**src/hw/rtl/dq_pkg.sv**
```systemverilog
// Shared types and constants for the double-ended queue.
package dq_pkg;

    localparam int DQ_DEPTH      = 16;
    localparam int DQ_DATA_WIDTH = 32;
    localparam int WORD_W        = 32;

    typedef enum logic [1:0] {
        MODE_PUSH_FRONT = 2'd0,
        MODE_PUSH_BACK  = 2'd1,
        MODE_POP_FRONT  = 2'd2,
        MODE_POP_BACK   = 2'd3
    } mode_t;

    typedef enum logic [1:0] {
        STATUS_DONE  = 2'd0,
        STATUS_EMPTY = 2'd1,
        STATUS_FULL  = 2'd2
    } status_t;

endpackage

```
**src/hw/rtl/double_ended_queue.sv**
```systemverilog
// Bounded double-ended queue: circular entry memory with front/back pointers and a count.
// An accepted item's result is written into the output register in the following cycle.
// Throughput: one item per cycle unless out_ready stalls; the single entry memory port
// does one write (push) or registered read (pop) per item; pointers update in the same cycle.
// Reset: rst_n clears pointers, count and output valid; entry memory contents are
// not cleared and are only read after being written.
module double_ended_queue
    import dq_pkg::*;
#(
    parameter int DEPTH      = DQ_DEPTH,
    parameter int DATA_WIDTH = DQ_DATA_WIDTH,
    localparam int CNT_W     = $clog2(DEPTH + 1)
)
(
    input  logic              clk,
    input  logic              rst_n,
    input  logic              in_valid,
    output logic              in_ready,
    input  mode_t             mode,
    input  logic [WORD_W-1:0] value_in,
    output logic              out_valid,
    input  logic              out_ready,
    output logic [WORD_W-1:0] value_out,
    output status_t           status,
    output logic [CNT_W-1:0]  count,
    output logic              is_empty
);

    localparam int PTR_W = $clog2(DEPTH);
    localparam int SW    = (DATA_WIDTH < WORD_W) ? DATA_WIDTH : WORD_W;
    localparam logic [PTR_W-1:0] LAST  = PTR_W'(DEPTH - 1);
    localparam logic [CNT_W-1:0] FULLC = CNT_W'(DEPTH);

    logic [SW-1:0]    mem [DEPTH];
    logic [SW-1:0]    out_value_reg;

    logic [PTR_W-1:0] front_reg, front_next;
    logic [PTR_W-1:0] back_reg, back_next;
    logic [CNT_W-1:0] count_reg, count_next;
    logic             out_valid_reg;
    status_t          out_status_reg, status_next;
    logic [CNT_W-1:0] out_count_reg;
    logic             out_empty_reg;

    logic             accept;
    logic             full, empty;
    logic [PTR_W-1:0] front_dec, front_inc, back_dec, back_inc;
    logic             wr_en, rd_en;
    logic [PTR_W-1:0] wr_addr, rd_addr;

    assign in_ready = !out_valid_reg || out_ready;
    assign accept   = in_valid && in_ready;
    assign full     = (count_reg == FULLC);
    assign empty    = (count_reg == '0);

    assign front_dec = (front_reg == '0) ? LAST : front_reg - 1'b1;
    assign front_inc = (front_reg == LAST) ? '0 : front_reg + 1'b1;
    assign back_dec  = (back_reg == '0) ? LAST : back_reg - 1'b1;
    assign back_inc  = (back_reg == LAST) ? '0 : back_reg + 1'b1;

    always_comb
    begin
        front_next  = front_reg;
        back_next   = back_reg;
        count_next  = count_reg;
        status_next = STATUS_DONE;
        wr_en       = 1'b0;
        rd_en       = 1'b0;
        wr_addr     = back_reg;
        rd_addr     = front_reg;
        case (mode)
            MODE_PUSH_FRONT:
            begin
                if (full)
                begin
                    status_next = STATUS_FULL;
                end
                else
                begin
                    front_next = front_dec;
                    wr_en      = 1'b1;
                    wr_addr    = front_dec;
                    count_next = count_reg + 1'b1;
                end
            end
            MODE_PUSH_BACK:
            begin
                if (full)
                begin
                    status_next = STATUS_FULL;
                end
                else
                begin
                    back_next  = back_inc;
                    wr_en      = 1'b1;
                    wr_addr    = back_reg;
                    count_next = count_reg + 1'b1;
                end
            end
            MODE_POP_FRONT:
            begin
                if (empty)
                begin
                    status_next = STATUS_EMPTY;
                end
                else
                begin
                    front_next = front_inc;
                    rd_en      = 1'b1;
                    rd_addr    = front_reg;
                    count_next = count_reg - 1'b1;
                end
            end
            MODE_POP_BACK:
            begin
                if (empty)
                begin
                    status_next = STATUS_EMPTY;
                end
                else
                begin
                    back_next  = back_dec;
                    rd_en      = 1'b1;
                    rd_addr    = back_dec;
                    count_next = count_reg - 1'b1;
                end
            end
            default:
            begin
                status_next = STATUS_DONE;
            end
        endcase
    end

    // entry memory; its read register doubles as the value output register
    always_ff @(posedge clk)
    begin
        if (accept && wr_en)
        begin
            mem[wr_addr] <= value_in[SW-1:0];
        end
        if (accept)
        begin
            if (rd_en)
            begin
                out_value_reg <= mem[rd_addr];
            end
            else
            begin
                out_value_reg <= '0;
            end
        end
    end

    always_ff @(posedge clk or negedge rst_n)
    begin
        if (!rst_n)
        begin
            front_reg      <= '0;
            back_reg       <= '0;
            count_reg      <= '0;
            out_valid_reg  <= 1'b0;
            out_status_reg <= STATUS_DONE;
            out_count_reg  <= '0;
            out_empty_reg  <= 1'b1;
        end
        else if (accept)
        begin
            front_reg      <= front_next;
            back_reg       <= back_next;
            count_reg      <= count_next;
            out_valid_reg  <= 1'b1;
            out_status_reg <= status_next;
            out_count_reg  <= count_next;
            out_empty_reg  <= (count_next == '0);
        end
        else if (out_ready)
        begin
            out_valid_reg <= 1'b0;
        end
    end

    assign out_valid = out_valid_reg;
    assign value_out = WORD_W'(out_value_reg);
    assign status    = out_status_reg;
    assign count     = out_count_reg;
    assign is_empty  = out_empty_reg;

    a_count_bound: assert property (@(posedge clk) disable iff (!rst_n)
        count_reg <= FULLC)
        else $error("entry count above depth");

    a_empty_flag: assert property (@(posedge clk) disable iff (!rst_n)
        out_valid_reg |-> (out_empty_reg == (out_count_reg == '0)))
        else $error("empty flag disagrees with count");

    a_full_drop: assert property (@(posedge clk) disable iff (!rst_n)
        (accept && full && (mode == MODE_PUSH_FRONT || mode == MODE_PUSH_BACK))
        |=> (out_status_reg == STATUS_FULL && $stable(count_reg)
             && $stable(front_reg) && $stable(back_reg)))
        else $error("push on full queue changed state");

    a_pop_empty: assert property (@(posedge clk) disable iff (!rst_n)
        (out_valid_reg && out_status_reg == STATUS_EMPTY)
        |-> (out_value_reg == '0 && out_count_reg == '0))
        else $error("pop on empty queue returned data");

endmodule
```
**config.mk**
```make
export PLATFORM = sky130hd
export DESIGN_NAME = double_ended_queue
export DESIGN_NICKNAME = d
export VERILOG_FILES = /design/src/hw/rtl/dq_pkg.sv /design/src/hw/rtl/double_ended_queue.sv
export SDC_FILE = /design/constraint.sdc
export NUM_CORES = 1
export LEC_CHECK = 0
export ABC_AREA = 1
export ABC_CLOCK_PERIOD_IN_PS = 3100
export BUFFER_PORTS_ARGS = -buffer_cell sky130_fd_sc_hd__buf_2
export CAP_MARGIN = 20
export CORE_MARGIN = 2
export CORE_UTILIZATION = 40
export DETAILED_ROUTE_END_ITERATION = 8
export PLACE_DENSITY = 0.67
export SLEW_MARGIN = 30
export SYNTH_ARGS = -nofsm -noshare
export SYNTH_HDL_FRONTEND = slang
export SYNTH_SLANG_ARGS = --single-unit
```
**constraint.sdc**
```tcl
create_clock -name clk -period 3.1 [get_ports clk]
set_input_delay 0 -clock clk [delete_from_list [all_inputs] [get_ports clk]]
set_output_delay 0 -clock clk [all_outputs]
set_load 0.005 [all_outputs]
```
# Word-level counts from Yosys, hierarchy flattened
# Memory sizes are Yosys's and may differ from the RTL's. A register that Yosys moved wholly into a read port is not among the register bits.
# Index checks and enable logic that the tools add are counted.
# totals
wordCells	68
out_inout_bits	42
in_bits	38
ram_bits	512
regBits	17
memories	1
# classes
n_eq_ne	10
n_reduce_logical	17
n_addsub	6
n_mux	28
# mem_list
name	words	word_bits	rd	rd_ports_with_merged_regs	write_ports	line	text
mem	16	32	1	1	1	double_ended_queue.sv:34	logic [SW-1:0] mem [DEPTH];
# op_table
operator	count
2-to-1 mux 4 bit	12
case mux 4 bit (2 select lines)	2
logical NOT 5 bit	2
2-to-1 mux 5 bit	2
case mux 5 bit (2 select lines)	1
2-to-1 mux 1 bit	9
adder 4 x 1 -> 4 bit (second input constant)	2
== test 4 bit (second input constant)	2
logical NOT 4 bit	2
inequality test 2 bit (second input constant)	4
AND reduction 4 bit	2
subtractor 4 x 1 -> 4 bit (second input constant)	2
nonzero test 2 bit	3
adder 5 x 1 -> 5 bit (second input constant)	1
== test 5 bit (second input constant)	1
subtractor 5 x 1 -> 5 bit (second input constant)	1
== test 2 bit (second input constant)	2
case mux 2 bit (2 select lines)	1
OR reduction 2 bit	2
== test 2 x 1 -> 1 bit (second input constant)	1
logical AND 1 bit	2
logical NOT 1 bit	2
logical NOT 2 bit	1
2-to-1 mux 2 bit	1
logical OR 1 bit	1

# Logic depth before layout (Yosys ltp)
# Gate-level depths: netlist (run 1).
# logic_depth
depth_word	6
depth_mapped	14
mapped_depth_nobuf	13

# Worst setup path before layout (run 1)
# Ideal clock, no wire load.
# synth_path
kind	reg2reg
start	reg count[0] (netlist name)
end	mem mem[8][0] (netlist name) (enable)
required_ns	2.679
stages_incl_launch_ff	12
slack_ns	-0.337
t_arrival_ns	3.016
period_less_slack_ns	3.437
path_buffers	0
setup_time_ns	0.421
path_cell_list	dfrtp_1 > inv_1 > ha_1 > nand2_1 > inv_1 > nand2_1 > nand2_1 > nor2_1 > inv_1 > o21ai_0 > nand3_1 > nor2_1
# synth_lines
element	line
end: declaration	double_ended_queue.sv:34

# Worst setup path in the final report (run 1)
# layout_path
start	reg back_reg[0]
end	reg out_value_reg[14] (netlist: value_out[14]) (read register of mem), data pin
# layout_via
elab_chain_len	4
elab_cells_between_ends	5
classes_between	add/sub (1); mux (3); reduce/logical (1)
# layout_rtl
element	line	text
start: declaration	double_ended_queue.sv:38	logic [PTR_W-1:0] back_reg, back_next;
start signal: assignment	double_ended_queue.sv:170	back_reg <= back_next;
subtractor 4 x 1 -> 4 bit / logical NOT 4 bit (equally long branches)	double_ended_queue.sv:58	assign back_dec = (back_reg == '0) ? LAST : back_reg - 1'b1;
2-to-1 mux 4 bit (*)	double_ended_queue.sv:58	
2-to-1 mux 4 bit (*)	double_ended_queue.sv:116	if (empty)
2-to-1 mux 4 bit (*)	n/a	
end: declaration	double_ended_queue.sv:35	logic [SW-1:0] out_value_reg;
# Every way passes the cells marked *; elsewhere a longest branch is shown, timed or not.
# A chain may end at the register's enable or synchronous reset.

==> impl_metrics.env, run 1 <==
export IMPL_gp_congestion=0.8277
export IMPL_hold_viol=0
export IMPL_fin_crit_sh_pct=91.58
export IMPL_grt_pass1_wl_um=92440
export IMPL_largest_register_ffs=512
export IMPL_numPortBuffers=79
export IMPL_grt_util_all_layers_pct=19.01
export IMPL_ir_drop_mv=0.5110
export IMPL_placed_area_mm2=0.02581
export IMPL_cts_sinks=561
export IMPL_min_to="mem[14][9]"
export IMPL_syn_num_nets=2214
export IMPL_first_iter_violations=1425
export IMPL_final_nets=2314
export IMPL_netlist_area_mm2=0.02409
export IMPL_netlist_area_leader_share_pct=67.80
export IMPL_final_area_mm2=0.02801
export IMPL_viasPerCell=5.310
export IMPL_cellPowerDensity_mw_per_mm2=829.5
export IMPL_final_util_pct=47.28
export IMPL_tightest_slew_ns=0.8654
export IMPL_setup_viol_count_final=0
export IMPL_rows=89
export IMPL_post_dp_hpwl_um=34230
export IMPL_final_cells=3091
export IMPL_power_frac_comb_pct=32.8
export IMPL_overflow=0
export IMPL_netSwitchingFraction_pct=35.78
export IMPL_path_clk_slew_ns=0.06
export IMPL_r2r_start="back_reg[0]"
export IMPL_cp_common_cell="nand2_1"
export IMPL_reg2reg_slack_ns=0.26
export IMPL_leakagePower_nw=10.81
export IMPL_maxSlewViolCount=0
export IMPL_finClkSkew_ns=0.01065
export IMPL_synthTopCellsByArea="edfxtp_1 68%, nand3_1 10%, nand2_1 9.6%, inv_1 2.5%, buf_2 2.5%"
export IMPL_core_area_mm2=0.05924
export IMPL_post_place_ws_ns=0.3033
export IMPL_diodes=0
export IMPL_cts_path_max_buffers=3
export IMPL_critPathMaxStageDelay_ns=0.44
export IMPL_start_util_pct=40.67
export IMPL_startpoint_type="register"
export IMPL_dieArea_mm2=0.06222
export IMPL_fp_dieW_um=249.4
export IMPL_min_from="value_in[9]"
export IMPL_synth_distinct_cells=35
export IMPL_drtAntennaViolNets=0
export IMPL_maxCapViolCount=0
export IMPL_area_growth_pct=16.25
export IMPL_io_pins=80
export IMPL_routed_wirelength_um=60000
export IMPL_cts_max_level=2
export IMPL_run_status="completed"
export IMPL_yosysWarnings=0
export IMPL_synth_largest_area_cell="edfxtp_1"
export IMPL_insertion_delay_ns=0.61
export IMPL_cts_inserted_buffers=58
export IMPL_wire_per_inst_um=19.41
export IMPL_whs_path_depth=2
export IMPL_cts_root_buf="clkbuf_16"
export IMPL_ys_ff_latch=561
export IMPL_cp_cell_sequence="inv_1 -> ha_1 -> nand2_1 -> nand2_1 -> nand3_4 -> buf_12 -> nand3_1 -> nand2_1 -> nand2_1 -> nand3_1 -> nand3_1 -> a21oi_1"
export IMPL_worst_hold_slack_ns=0.3374
export IMPL_drtPass1Iterations=6
export IMPL_vias=16410
export IMPL_drc=0
export IMPL_path_class="reg -> reg"
export IMPL_rsz0062_at_grt="yes"
export IMPL_layout_common_cells="617 x nand2_1, 544 x edfxtp_1, 492 x nand3_1, 158 x inv_1, 79 x buf_2"
export IMPL_grt_max_degree=137
export IMPL_worstPathMaxFanout=136
export IMPL_endpoint_kind="register"
export IMPL_cts_tree="done"
export IMPL_fin_ws_ns=0.2611
export IMPL_seq_area_frac_synth_pct=69.57
export IMPL_pwr_share_clk_pct=28.2
export IMPL_antenna_found_initial=0
export IMPL_crit_family="simple AND/OR/NAND/NOR gates"
export IMPL_cpMaxStageDelayCell="dfrtp_1"
export IMPL_die_h_um=249.4
export IMPL_syn_avg_cell_area_um2=11.10
export IMPL_slew_headroom_pct=42.12
export IMPL_max_freq_mhz=352.2
export IMPL_r2r_cells=12
export IMPL_cp_required_ns=3.54
export IMPL_synth_cells=2170
export IMPL_drive_gt1_share_pct=10.87
export IMPL_switchingPower_mw=8.312
export IMPL_seqPwrFrac_pct=39.0
export IMPL_crit_buf_inv=2
export IMPL_finalCriticalPeriod_ns=2.839
export IMPL_hold_path_class="in -> reg"
export IMPL_p_int_mw=14.92
export IMPL_worstPathArrival_ns=3.28
export IMPL_dp_cells=2942
export IMPL_grt_pass1_vias=15890
export IMPL_rr_endpoint="value_out[14]"
export IMPL_final_common_cell="nand2_1"
-- power by group through the flow --
stage / sequential [mW] / combinational [mW] / clock [mW]
6_report: 9.06 / 7.63 / 6.54
5_1_grt: 9.10 / 8.41 / 6.95
3_5_place_dp: 9.21 / 7.54 / 0
4_1_cts: 9.06 / 7.62 / 6.66
3_3_place_gp: 9.20 / 7.42 / 0
2_1_floorplan: 9.18 / 5.08 / 0
-- what timing repair did --
item,in CTS,in global routing
setup endpoints to repair,0,222
hold buffers,41,0
hold endpoints to repair,543,0
resized for setup,0,1
setup buffers,0,0
-- metrics by stage --
step	total power, mW	setup TNS, ns
finish	23.23	0
global route	24.46	-2.865
CTS	23.35	0
detailed placement	16.75	0
global placement	16.62	0
floorplan	14.26	-135.47
-- kinds of logic (layout without fill, tap and decap cells) --
| family | Yosys count | count (layout) | synth area share (%) |
|---|---|---|---|
| AOI/OAI and AO/OA | 74 | 74 | 1.631 |
| xor gates and xnor gates | 7 | 7 | 0.2545 |
| adders and majority gates | 6 | 6 | 0.3116 |
| buffers and inverters | 300 | 448 | 5.411 |
| DFF | 561 | 561 | 69.57 |
| and+or+nand+nor | 1222 | 1222 | 22.82 |
-- Yosys cell counts --
cell type,instances
nand2_1,619
edfxtp_1,544
nand3_1,493
inv_1,159
buf_2,118
nand3b_1,64
a21oi_1,36
nor2_1,31
o21ai_0,26
dfrtp_1,16
clkbuf_1,10
ha_1,6
buf_1,5
nor3_1,4
xor2_1,4
buf_6,3
xnor2_1,3
a31oi_1,2
buf_4,2
inv_2,2
nand2_2,2
nand2_4,2
nand3_2,2
nand4_1,2
o211ai_1,2
o21a_1,2
o21ai_1,2
or2_2,2
a22o_1,1
a22oi_1,1
clkinv_1,1
dfstp_2,1
nor2_4,1
o22ai_1,1
o31ai_1,1
-- worst register-to-register path, delay by kind of cell (launching register included) --
kind                       cells  cell delay (ns)
adders and majority gates      1             0.27
buffers and inverters          2             0.57
and+or+nand+nor                8             1.15
AOI/OAI and AO/OA              1             0.24
DFF                            1             0.44
-- layout make-up --
type                       count  area [µm²]
clock buffer                  80        1575
clock inverter                28       205.2
fill                        5290       31230
inverter                     162       610.6
multi-input combinational   1309        6211
sequential                   561       16760
tap                          773       967.2
timing repair buffer         178        1679
-- routing by layer --
layer / vias up / part of all wire, % / track usage (%)
met2: 543 / 48 / 31.64
met4: 0 / 2.8 / 6.575
met5: - / 0 / 0
met1: 8062 / 43 / 25.40
met3: 113 / 5.9 / 2.972
li1: 7696 / - / -
-- worst max path at each step --
stage,from,slack (ns),cells after the start,endpoint
after floorplan,count[0],-0.34,11,mem[8][0]
after global placement,count[1],0.35,14,mem[15][19]
after detailed placement,count[1],0.30,14,mem[7][23]
after CTS,count[1],0.28,14,mem[7][23]
after global routing,count[1],-0.05,12,mem[4][27]
final,back_reg[0],0.26,12,value_out[14]
Note: power is estimated with default switching activity, not from simulation.
==> inputs of run 2 (changes only) <==
--- a/config.mk
+++ b/config.mk
@@ -5,14 +5,13 @@
 export SDC_FILE = /design/constraint.sdc
 export NUM_CORES = 1
 export LEC_CHECK = 0
-export ABC_AREA = 1
 export ABC_CLOCK_PERIOD_IN_PS = 3100
-export BUFFER_PORTS_ARGS = -buffer_cell sky130_fd_sc_hd__buf_2
+export BUFFER_PORTS_ARGS = -buffer_cell sky130_fd_sc_hd__buf_4
 export CAP_MARGIN = 20
 export CORE_MARGIN = 2
 export CORE_UTILIZATION = 40
 export DETAILED_ROUTE_END_ITERATION = 8
-export PLACE_DENSITY = 0.67
+export PLACE_DENSITY = 0.68
 export SLEW_MARGIN = 30
 export SYNTH_ARGS = -nofsm -noshare
 export SYNTH_HDL_FRONTEND = slang
==> run 2 against run 1 <==
  * Cell count down 24%
  * Total power is 0.76% lower
  * Sequential power up 1%
  * Synthesized area down 6.6%
  * Combinational power decreased by 0.7%
  * Clock skew up 0.0085 ns
  * Hold slack lost 0.17 ns
  * Final area shrank 3.5%
  * Routed wire length shrank 4.1%
  * Synthesized cell count fell by 36%
  * Worst setup slack worse by 0.15 ns
  * Highest routed layer is now met5
==> impl_metrics.env, run 2 <==
export IMPL_synth_top_flop_cell="edfxtp_1"
export IMPL_cts_root_buf="clkbuf_16"
export IMPL_post_dp_hpwl_um=33390
export IMPL_grt_pass1_wl_um=84930
export IMPL_r2r_cells=9
export IMPL_netlist_area_mm2=0.02251
export IMPL_die_h_um=241.2
export IMPL_fp_dieW_um=241.2
export IMPL_io_pins=80
export IMPL_rows=86
export IMPL_worst_hold_slack_ns=0.1672
export IMPL_worstPathArrival_ns=3.44
export IMPL_largest_register_ffs=512
export IMPL_final_nets=1609
export IMPL_yosysMostFrequentCell="edfxtp_1"
export IMPL_crit_path_start="count[1]"
export IMPL_yosysWarnings=0
export IMPL_cellPowerDensity_mw_per_mm2=853.1
export IMPL_grt_pass1_vias=13430
export IMPL_maxSlewViolCount=0
export IMPL_grt_util_all_layers_pct=19.63
export IMPL_rr_endpoint="value_out[27]"
export IMPL_synth_distinct_cells=62
export IMPL_area_growth_pct=20.07
export IMPL_layout_common_cells="544 x edfxtp_1, 139 x buf_4, 96 x a211o_1, 96 x o22ai_1, 68 x mux2_2"
export IMPL_drive_gt1_share_pct=21.55
export IMPL_synth_edf_count=544
export IMPL_synthTopCellsByArea="edfxtp_1 73%, a211o_1 3.7%, mux2_2 3.4%, o22ai_1 2.7%, dfrtp_1 1.8%"
export IMPL_cp_cell_sequence="inv_1 -> ha_1 -> nor4b_4 -> nor2_2 -> a31oi_4 -> buf_12 -> o221ai_1 -> o31a_1 -> o22ai_1"
export IMPL_vias=13800
export IMPL_path_clk_slew_ns=0.06
export IMPL_hold_viol=0
export IMPL_cts_max_level=2
export IMPL_dieArea_mm2=0.05819
export IMPL_numPortBuffers=79
export IMPL_start_util_pct=40.62
export IMPL_wire_per_inst_um=24.39
export IMPL_drtAntennaViolNets=0
export IMPL_run_status="completed"
export IMPL_maxCapViolCount=0
export IMPL_nFillCells=4592
export IMPL_cts_inserted_buffers=56
export IMPL_synth_cells=1392
export IMPL_finalCriticalPeriod_ns=2.993
export IMPL_async_flop_share_pct=3.030
export IMPL_first_iter_violations=1408
export IMPL_cts_tree="done"
export IMPL_syn_avg_cell_area_um2=16.17
export IMPL_synth_commonest_cells="544 x edfxtp_1, 97 x o22ai_1, 96 x a211o_1"
export IMPL_viasPerCell=5.852
export IMPL_synth_largest_area_cell="edfxtp_1"
export IMPL_final_common_cell="edfxtp_1"
export IMPL_ir_drop_mv=0.4975
export IMPL_critPathMaxStageDelay_ns=0.80
export IMPL_r2r_start="count[1]"
export IMPL_routed_wirelength_um=57520
export IMPL_cts_sinks=561
export IMPL_overflow=0
export IMPL_grt_max_degree=52
export IMPL_tightest_slew_ns=0.9630
export IMPL_fin_ws_ns=0.1066
export IMPL_cts_path_max_buffers=3
export IMPL_syn_num_nets=1436
export IMPL_finClkSkew_ns=0.01912
export IMPL_diodes=0
export IMPL_cp_required_ns=3.55
export IMPL_fin_crit_sh_pct=96.56
export IMPL_insertion_delay_ns=0.62
export IMPL_gp_congestion=0.8328
export IMPL_reg2reg_slack_ns=0.11
export IMPL_netlist_area_leader_share_pct=72.57
export IMPL_post_place_ws_ns=0.08541
export IMPL_critical_path_endpoint="value_out[27]"
export IMPL_startpoint_type="register"
export IMPL_leakagePower_nw=8.772
export IMPL_path_class="reg -> reg"
export IMPL_p_total_mw=23.06
export IMPL_setup_viol_count_final=0
export IMPL_drc=0
export IMPL_antenna_found_initial=1
export IMPL_core_area_mm2=0.05542
export IMPL_worstPathMaxFanout=37
export IMPL_seq_area_frac_synth_pct=74.47
export IMPL_ys_ff_latch=561
export IMPL_cpMaxStageDelayCell="a31oi_4"
export IMPL_endpoint_kind="register"
export IMPL_slew_headroom_pct=35.80
export IMPL_hold_path_class="in -> reg"
export IMPL_drtPass1Iterations=7
export IMPL_max_freq_mhz=334.1
run 2: worst min-delay path by stage:
| stage | startpoint | endpoint | cells past startpoint |
|---|---|---|---|
| final | out_ready | is_empty | 5 |
| after detailed placement | rst_n | status[0] | 1 |
| after global routing | out_ready | is_empty | 5 |
| after global placement | rst_n | status[0] | 1 |
| after CTS | out_ready | is_empty | 5 |
| after floorplan | rst_n | back_reg[0] | 0 |
run 2: power by group:
| group | leakage [nW] | internal, mW | switching [mW] | total, mW |
|---|---|---|---|---|
| registers | 5.12 | 8.92 | 0.270 | 9.19 |
| clock network | 0.806 | 3.49 | 2.80 | 6.29 |
| logic | 2.84 | 3.08 | 4.51 | 7.58 |
run 2: kinds of logic (layout without fill, tap and decap cells):
logic type / count (synthesis) / count (layout) / synth area share [%]
adder cells (fa/ha/maj): 6 / 6 / 0.3335
AO/OA/AOI/OAI: 437 / 437 / 14.51
flip-flops: 561 / 561 / 74.47
XOR/XNOR: 12 / 12 / 0.4669
buffers and inverters: 144 / 362 / 2.857
AND/OR/NAND/NOR: 156 / 156 / 3.541
multiplexers: 76 / 76 / 3.830
run 2: timing repair:
action,CTS,global route
resized for setup,0,3
setup endpoints to repair,0,271
endpoints found under the hold margin,544,0
buffers inserted,0,1
hold buffers,39,0
run 2: through the flow:
step	area, µm²	setup TNS, ns	utilization (%)	std cells
2_1_floorplan	22600	-54.39	-	1392
3_3_place_gp	24940	0	45.00	2215
3_5_place_dp	24940	0	45.00	2215
4_1_cts	27010	0	48.74	2357
5_1_grt	27030	-0.006286	48.77	2358
6_report	27030	0	48.77	2358
run 2: cell type report:
| cell class | instances | area (µm²) | area share, % |
|---|---|---|---|
| Clock inverter | 31 | 219.0 | 0.8101 |
| Timing Repair Buffer | 215 | 2175 | 8.046 |
| Multi-Input combinational cell | 687 | 5309 | 19.64 |
| Inverter | 44 | 165.2 | 0.6111 |
| Sequential cell | 561 | 16760 | 62.02 |
| Tap cell | 748 | 935.9 | 3.463 |
| Clock buffer | 72 | 1461 | 5.407 |
run 2: critical path, delay by kind of cell, from the launching register on:
kind | cells | cell delay, ns
flip-flops | 1 | 0.39
AO/OA/AOI/OAI | 4 | 1.25
adder cells (fa/ha/maj) | 1 | 0.26
AND/OR/NAND/NOR | 2 | 0.52
buffers and inverters | 2 | 0.37
run 2: per-layer routing:
layer	track usage [%]	share of wire [%]
met1	26.30	41
met2	33.12	49
met5	0	0.019
met3	3.327	6.9
met4	5.518	2.2
